`src/rtl/core/modexp_pkg.sv`:
```
`default_nettype none
package modexp_pkg;
	localparam int unsigned OPERAND_BITS_DEF = 32;
	localparam int unsigned EXPONENT_BITS_DEF = 32;
	localparam int unsigned IN_BYTES = (3 * 32 + 7) / 8;
	localparam int unsigned OUT_BYTES = (32 + 1 + 7) / 8;
endpackage
`default_nettype wire

```
`src/rtl/core/modular_exponentiation_top.sv`:
```
`default_nettype none
// Modular exponentiation: power_result = base ^ exponent mod modulus.
// Input channel s_axis_*: one beat carries base, exponent and modulus.
// Output channel m_axis_*: one beat carries the result and a flag that is set
// when the modulus was zero (the result is then zero).
// The block is right-to-left binary exponentiation built around one shared
// modular multiplier. The multiplier works one multiplier bit per cycle by
// doubling and adding, each step reduced by compare and subtract. The base is
// first reduced by the same unit (base * 1 mod m). Each exponent bit costs a
// pass through the step state, one multiplication when the bit is set and one
// squaring. A zero modulus gives its result the cycle after accept.
// Only one item is in work at a time; s_axis_tready is high only when idle.
// The result is held in an output register until taken; while the receiver
// stalls, the block stays busy and accepts nothing new.
// Reset clears the sequencer and the output valid; no result is pending.
module modular_exponentiation_top #(
	parameter int unsigned OPERAND_BITS = modexp_pkg::OPERAND_BITS_DEF,
	parameter int unsigned EXPONENT_BITS = modexp_pkg::EXPONENT_BITS_DEF
) (
	input wire logic clk,
	input wire logic arst_n,
	input wire logic s_axis_tvalid,
	output logic s_axis_tready,
	// base [31:0], exponent [63:32], modulus [95:64]
	input wire logic [modexp_pkg::IN_BYTES*8-1:0] s_axis_tdata,
	output logic m_axis_tvalid,
	input wire logic m_axis_tready,
	// power_result [31:0], bad_modulus [32], zero fill above
	output logic [modexp_pkg::OUT_BYTES*8-1:0] m_axis_tdata
);
	localparam int unsigned OB = OPERAND_BITS;
	localparam int unsigned EB = EXPONENT_BITS;
	localparam int unsigned CW = $clog2(OB + 1);
	localparam int unsigned EW = $clog2(EB + 1);
	localparam int unsigned UB = (OB < 32) ? OB : 32;
	localparam int unsigned XB = (EB < 32) ? EB : 32;

	typedef enum logic [2:0] {
		ST_IDLE, ST_REDUCE, ST_MUL, ST_SQR, ST_NEXT, ST_DONE
	} state_t;

	state_t state_q;
	logic [OB-1:0] mod_q, sq_q, acc_q, ma_q, prod_q;
	logic [OB-1:0] mb_q;
	logic [EB-1:0] exp_q;
	logic [CW-1:0] bit_q;
	logic [EW-1:0] ebit_q;
	logic [31:0] res_q;
	logic bad_q;

	// One step of the shared multiplier: prod = 2*prod (+ a) mod m.
	logic [OB:0] dbl, dsub, add1, asub;
	logic [OB-1:0] dbl_r, step_r;
	always_comb begin
		dbl = {prod_q, 1'b0};
		dsub = dbl - {1'b0, mod_q};
		dbl_r = (dbl >= {1'b0, mod_q}) ? dsub[OB-1:0] : dbl[OB-1:0];
		add1 = {1'b0, dbl_r} + {1'b0, ma_q};
		asub = add1 - {1'b0, mod_q};
		if (mb_q[OB-1])
			step_r = (add1 >= {1'b0, mod_q}) ? asub[OB-1:0] : add1[OB-1:0];
		else
			step_r = dbl_r;
	end

	logic [OB-1:0] in_base, in_mod;
	logic [EB-1:0] in_exp;
	always_comb begin
		in_base = '0;
		in_mod = '0;
		in_exp = '0;
		in_base[UB-1:0] = s_axis_tdata[UB-1:0];
		in_exp[XB-1:0] = s_axis_tdata[32 +: XB];
		in_mod[UB-1:0] = s_axis_tdata[64 +: UB];
	end

	assign s_axis_tready = (state_q == ST_IDLE);
	assign m_axis_tvalid = (state_q == ST_DONE);
	always_comb begin
		m_axis_tdata = '0;
		m_axis_tdata[31:0] = res_q;
		m_axis_tdata[32] = bad_q;
	end

	always_ff @(posedge clk or negedge arst_n) begin
		if (!arst_n) begin
			state_q <= ST_IDLE;
		end else begin
			case (state_q)
				ST_IDLE: begin
					if (s_axis_tvalid) begin
						mod_q <= in_mod;
						exp_q <= in_exp;
						ebit_q <= EW'(EB);
						if (in_mod == '0) begin
							res_q <= '0;
							bad_q <= 1'b1;
							state_q <= ST_DONE;
						end else begin
							bad_q <= 1'b0;
							// 1 mod m: zero when m is one.
							acc_q <= (in_mod == OB'(1)) ? '0 : OB'(1);
							// 1 * base mod m reduces the base; the addend is below m unless m is one.
							ma_q <= OB'(1);
							mb_q <= in_base;
							prod_q <= '0;
							bit_q <= CW'(OB);
							state_q <= ST_REDUCE;
						end
					end
				end
				ST_REDUCE, ST_MUL, ST_SQR: begin
					if (bit_q != '0) begin
						prod_q <= step_r;
						mb_q <= mb_q << 1;
						bit_q <= bit_q - CW'(1);
					end else begin
						if (state_q == ST_REDUCE) begin
							sq_q <= prod_q;
						end else if (state_q == ST_MUL) begin
							acc_q <= prod_q;
						end else begin
							sq_q <= prod_q;
						end
						if (state_q == ST_MUL) begin
							// Now square the running square.
							ma_q <= sq_q;
							mb_q <= sq_q;
							prod_q <= '0;
							bit_q <= CW'(OB);
							state_q <= ST_SQR;
						end else begin
							if (state_q == ST_SQR) begin
								exp_q <= exp_q >> 1;
								ebit_q <= ebit_q - EW'(1);
							end
							state_q <= ST_NEXT;
						end
					end
				end
				ST_NEXT: begin
					prod_q <= '0;
					bit_q <= CW'(OB);
					if (ebit_q == '0) begin
						res_q <= 32'(acc_q);
						state_q <= ST_DONE;
					end else if (exp_q[0]) begin
						ma_q <= acc_q;
						mb_q <= sq_q;
						state_q <= ST_MUL;
					end else begin
						ma_q <= sq_q;
						mb_q <= sq_q;
						state_q <= ST_SQR;
					end
				end
				ST_DONE: begin
					if (m_axis_tready)
						state_q <= ST_IDLE;
				end
				default: state_q <= ST_IDLE;
			endcase
		end
	end
endmodule
`default_nettype wire
```
`config.mk`:
```
export PLATFORM = sky130hd
export DESIGN_NAME = modular_exponentiation_top
export DESIGN_NICKNAME = d
export VERILOG_FILES = /design/src/rtl/core/modexp_pkg.sv /design/src/rtl/core/modular_exponentiation_top.sv
export SDC_FILE = /design/constraint.sdc
export NUM_CORES = 1
export LEC_CHECK = 0
export BUFFER_PORTS_ARGS = -buffer_cell sky130_fd_sc_hd__buf_2
export CORE_UTILIZATION = 60
export CTS_CLUSTER_SIZE = 14
export DETAILED_ROUTE_END_ITERATION = 6
export PLACE_DENSITY_LB_ADDON = 0.05
export SLEW_MARGIN = 20
export SYNTH_ARGS = -nofsm -noshare
export SYNTH_HDL_FRONTEND = slang
export SYNTH_SLANG_ARGS = --single-unit
```
`constraint.sdc`:
```
create_clock -name clk -period 14.3 [get_ports clk]
set_input_delay 2.145 -clock clk [delete_from_list [all_inputs] [get_ports clk]]
set_output_delay 2.145 -clock clk [all_outputs]
set_load 0.02 [all_outputs]
```
==> Yosys cells after proc, flatten, opt, wreduce, memory -nomap -nowiden <==
Index checks and enable logic that the tools add are counted.
{ "totals": {"ff_bits": 272} }
{ "op_classes": {"n_addsub": 5, "order_cmp": 2, "n_eq_ne": 19, "mux": 57, "bitwise": 1, "n_reduce_logical": 17} }
{ "op_table": {"columns": ["cell", "n"], "rows": [
  ["$mux W32", 31],
  ["$pmux W32 S3", 3],
  ["$pmux W32 S2", 3],
  ["$ge A33 B32 Y1", 2],
  ["$sub A32 B32 Y32", 2],
  ["$mux W6", 8],
  ["$add A32 B32 Y33", 1],
  ["$eq A32 B1 Y1 const B", 1],
  ["$logic_not A32 Y1", 1],
  ["$ne A2 B2 Y1 const B", 10],
  ["$mux W3", 6],
  ["$pmux W6 S3", 1],
  ["$reduce_and A7 Y1", 2],
  ["$pmux W3 S4", 1],
  ["$pmux W6 S2", 1],
  ["$reduce_and A6 Y1", 2],
  ["$sub A6 B1 Y6 const B", 2],
  ["$reduce_and A5 Y1", 2],
  ["$eq A3 B2 Y1 const B", 2],
  ["$eq A3 B3 Y1 const B", 2],
  ["$logic_not A6 Y1", 1],
  ["$reduce_and A3 Y1", 2],
  ["$reduce_bool A6 Y1", 1],
  ["$ne A2 B1 Y1 const B", 2],
  ["other kinds (9)", 12]
]} }

==> Longest topological paths before layout <==
{ "logic_depth": {"depth_word": 8, "depth_mapped": 37, "mapped_depth_nobuf": 31} }

==> Worst setup path after synthesis <==
Ideal clock, no wire load.
{ "synth_timing": {"path_type": "register to register", "start": "register mod_q[1]", "end": "register prod_q[10], data pin", "setup_time_ns": 0.270, "arrival_ns": 6.883, "required_time_ns": 14.030, "slack_ns": 7.147, "path_stages_with_launch": 36, "path_cell_list": "edfxtp_1 > inv_1 > ha_1 > nor2b_1 > o31ai_2 > a21oi_1 > a211o_1 > a2111o_1 > nand2_1 > a31o_2 > buf_2 > clkbuf_1 > nand2_1 > o21ai_0 > ha_1 > nor2b_1 > o2111ai_1 > a31oi_1 > a21oi_1 > o21bai_1 > a21oi_1 > xnor2_1 > ha_1 > buf_6 > a21oi_2 > o21ai_1 > or4_1 > or3b_1 > o211a_4 > o21ai_2 > a21o_2 > buf_6 > nand2_4 > buf_6 > mux2i_1 > a21oi_1"} }
{ "synth_between": {"elab_chain_cells": 8, "word_cells_on_any_way": 10, "cone_classes": "3 x add/sub; 2 x order compare; 5 x mux"} }
{ "synth_lines": {"columns": ["item", "line_no", "text"], "rows": [
  ["start: declaration", "modular_exponentiation_top.sv:43", "logic [OB-1:0] mod_q, sq_q, acc_q, ma_q, prod_q;"],
  ["start signal: assignment", "modular_exponentiation_top.sv:92", "mod_q <= in_mod;"],
  ["$sub A32 B32 Y32 / $ge A33 B32 Y1 (equally long branches)", "modular_exponentiation_top.sv:56, modular_exponentiation_top.sv:57", null],
  ["$mux W32", "modular_exponentiation_top.sv:57", "dbl_r = (dbl >= {1'b0, mod_q}) ? dsub[OB-1:0] : dbl[OB-1:0];"],
  ["$add A32 B32 Y33", "modular_exponentiation_top.sv:58", "add1 = {1'b0, dbl_r} + {1'b0, ma_q};"],
  ["$sub A32 B32 Y32 / $ge A33 B32 Y1 (equally long branches)", "modular_exponentiation_top.sv:59, modular_exponentiation_top.sv:61", null],
  ["$mux W32", "modular_exponentiation_top.sv:61", "step_r = (add1 >= {1'b0, mod_q}) ? asub[OB-1:0] : add1[OB-1:0];"],
  ["$mux W32 *", "modular_exponentiation_top.sv:60", "if (mb_q[OB-1])"],
  ["$mux W32 *", "modular_exponentiation_top.sv:113", "if (bit_q != '0) begin"],
  ["$pmux W32 S3 *", "modular_exponentiation_top.sv:89", "case (state_q)"],
  ["end signal: assignment", "modular_exponentiation_top.sv:114", "prod_q <= step_r;"],
  ["end: declaration", "modular_exponentiation_top.sv:43", null]
]} }
Mark *: on every way between the ends. The rest lies on a longest branch, timed or not.
A chain may end at the register's enable or synchronous reset.

==> Worst setup path in the final report <==
{ "layout_timing": {"start": "register mod_q[1]", "end": "register prod_q[28], data pin"} }
The elaborated chain is that of the path after synthesis.

==> results.md <==
- Clock-pin slew was measured on the worst setup and hold paths at 70 ps.
- Counting flops with an async set or reset pin after synthesis yields a share of 0.0110.
- The busiest layer in global routing is met2.
- The via count of the first global-routing pass was 14100.
- The number of sinks handled by clock tree synthesis is 272.
- The initial antenna violation count is 1.
- The synthesized design contains 272 register bits.
- Measured on the finished design, the core utilization comes to 0.685.
- Once detail routing completed, the nets flagged for antenna violations numbered 0.
- The maximum clock rate is 113 MHz.
- The largest buffer count on any clock path is 3.
- The startpoint-to-endpoint class of the critical path is flip-flop to flip-flop.
- The total global-route track usage is 0.327.
- The minimum setup slack after placement is 5690 ps.
- For met3 alone, demand over resource in global routing was 0.0361.
- The library cell contributing the largest single delay on the critical path is a211oi_2.
- The count of synthesis-stage warnings from yosys is 0.
- Buffers added to address setup during post-CTS repair amount to 0.
- For the final database, setup skew stands at 15.3 ps.
- The type of the worst min-delay path is flip-flop to flip-flop.
- Among all flip-flop cells after synthesis, the most frequent one is edfxtp_1.
- Post-CTS repair changed the size of 0 cells.
- In this run the clock root is driven by a clkbuf_16.
- The pin count of the biggest net entering global routing is 92.
- The total count of hold-check failures in the final report is 0.
- The number of enable flip-flop cells after synthesis is 269.
- For the final routed database, the setup TNS stands at 0 ps.
- The number of buffer cells added on primary ports is 134.
- The synthesized netlist occupies a cell area of 18000 µm².
- In the routed design, unresolved DRC markers number 0.
- The detailed-route wire length per cell is 21.0 µm.
- CTS built an H-tree with a depth of 1.
- The die span in x is 175 µm.
- Counting I/O delays and the setup requirement, the final critical path takes 8810 ps.
- The number of buffers inserted by hold repair at cts is 0.
- The routed layout has 15100 vias.
- Leaving out fill and tap cells, the most frequent cell in the layout is nand2_1.
- For this block, the routed nets add up to 50400 µm of wire.
- The tool flagged a number of max-cap violations equal to 0.
- The relative area change from synthesis to final layout is 10.9%.
- In the final layout, the multi-input gates occupy 9140 µm².
- The count of TritonRoute iterations in the first routing pass is 5.
- The met1 usage is 0.494.
- The number of max-slew violations in the final report came to 0.
- The number of cells produced by synthesis is 1905.
- Along the worst hold path, the cell count comes to 2.
- The clock tree from TritonCTS is done.
- edfxtp_1 takes more of the synthesized area than any other cell.
- The first-pass GRT wire length is 77900 µm.
- Of the cells placed in the final design, the portion with a size suffix greater than 1 is 0.128.
- The mean post-synth cell area is 9.42 µm².
- STA puts the critical path data required time at 14630 ps.
- Data arrives at the worst endpoint at 9150 ps.
- The layout has 2325 filler cells.
- Routability-driven placement finished with a final weighted congestion of 1.00.
- The die is 175 µm tall.
- Clock latency on the worst-skew pair, taken at its later pin, is 580 ps.
- After the first detailed-routing iteration, the DRC count stood at 1567.
- The setup slack of the critical path after layout is 5490 ps.
- The maximum single-stage delay on the critical path is 570 ps.
- STA classifies the critical path startpoint as a flip-flop.
- The overall die area is 30600 µm².
- The share of the cycle needed by the critical path after routing is 0.616.
- Of the synthesized area, sequential elements account for 0.454.
- The number of cells traversed by the worst register-to-register path is 30.
- Row generation in the floorplan step produced 62 rows.
- Setup violations remaining at the end of the flow were counted as 0.
- The number of clock buffers added by TritonCTS is 30.
- The initial core utilization is 0.617.
- The number of distinct library cells after synthesis is 79.
- The endpoint class of the critical path is a flip-flop.
- Measured against its own limit, the worst slew margin works out to 0.414.
- For this run, global-route usage on met2 was measured as 0.503.
- Dividing the detail-routed via count by the number of cells gives 6.29.
- During I/O placement, the number of pins put on the boundary was 142.
- Setup repair after global routing left no endpoint under its margin.
- 0 antenna diodes ended up in the layout.
- In the layout the commonest cells are nand2_1 (381), edfxtp_1 (269), a21oi_1 (181).
- Yosys attributes the largest share of cell area to edfxtp_1 (45%), nand2_1 (8.0%), ha_1 (7.0%).
- The total congestion overflow is 0.
- The share of synthesized area in the top cell type comes to 0.450.
- In this run the standard cell core region covers 29100 µm².
- The worst hold slack across all endpoints is 508 ps.
- The run finished with clean final reports.
- Across the whole layout, storage elements account for 8160 µm².
- The number of nets in the layout is 2193.
- The detailed-placement wirelength estimate is 35900 µm.
- The actual transition at the worst max-transition pin is 879 ps.
- Along the worst path, the maximum fanout reaches 33.
## area by class of cell
class,count,area share
well taps,384,0.0241
flip-flops and latches,272,0.410
clock buffers,34,0.0384
multi-input cells,1467,0.459
clock inverters,22,0.0155
repair buffers,154,0.0412
inverters,65,0.0123
## path summary, 6_finish.rpt
| check | startpoint | end | slack (ps) |
|---|---|---|---|
| hold / removal | exp_q[28] | exp_q[27] | 510 |
| hold reg to reg | exp_q[28] | exp_q[27] | 510 |
| setup reg to reg | mod_q[1] | prod_q[28] | 5490 |
| setup / recovery | mod_q[1] | prod_q[28] | 5490 |
| max in group asynchronous | arst_n | state_q[2] | 12730 |
| min in group asynchronous | arst_n | state_q[1] | 1390 |
## metrics by stage
step,cells,cell area (µm²)
after floorplan,1911,18000
after global placement,2342,18800
after detailed placement,2342,18800
after CTS,2398,19900
after global routing,2398,19900
final,2398,19900
## Yosys cell counts, types with 6 or more instances
cell and count:
a211o_1 6, a211oi_1 16, a21o_1 31, a21oi_1 182
a31oi_1 11, and2_1 38, and3_1 45, buf_2 6
buf_4 9, clkbuf_1 82, edfxtp_1 269, ha_1 100
inv_1 65, mux2_2 22, mux2i_1 57, nand2_1 382
nand2b_1 15, nand3_1 30, nand4_1 16, nor2_1 96
nor2b_1 10, nor3_1 30, nor4_1 12, o211a_1 7
o211ai_1 8, o21a_1 18, o21ai_0 106, o21bai_1 17
o22ai_1 32, o31ai_1 7, xnor2_1 62, xor2_1 22
## cell families after synthesis
logic type	synth area share
other cells	0.000209
xor+xnor	0.0410
compound gates	0.170
mux	0.0456
buf+inv	0.0404
simple gates	0.176
fa+ha+maj	0.0730
flops	0.454
## worst max-delay path, delay by kind of cell (launching register included)
family / cells / cell delay (ps)
DFF: 1 / 360
muxes: 1 / 260
buffers and inverters: 3 / 690
adders and majority gates: 3 / 1090
and+or+nand+nor: 9 / 1610
xor gates and xnor gates: 1 / 300
AOI/OAI and AO/OA: 13 / 4220
## state kept, by name, summed over array words and instances (netlist names)
signal and count:
prod_q 32, mb_q 32, mod_q 32, bad_q 1, acc_q 32, sq_q 32, exp_q 32, state_q 3
ebit_q 6, ma_q 32, bit_q 6, res_q 32
## per-layer routing
metal  wire length, µm  vias up
met5                14        -
met2             22300      757
li1                  -     7081
met4              1190        2
met3              4710       72
met1             22200     7168
Power is left out: the tool's default activity adds up to more than one toggle a clock period on the data nets, which glitch-free logic cannot reach.
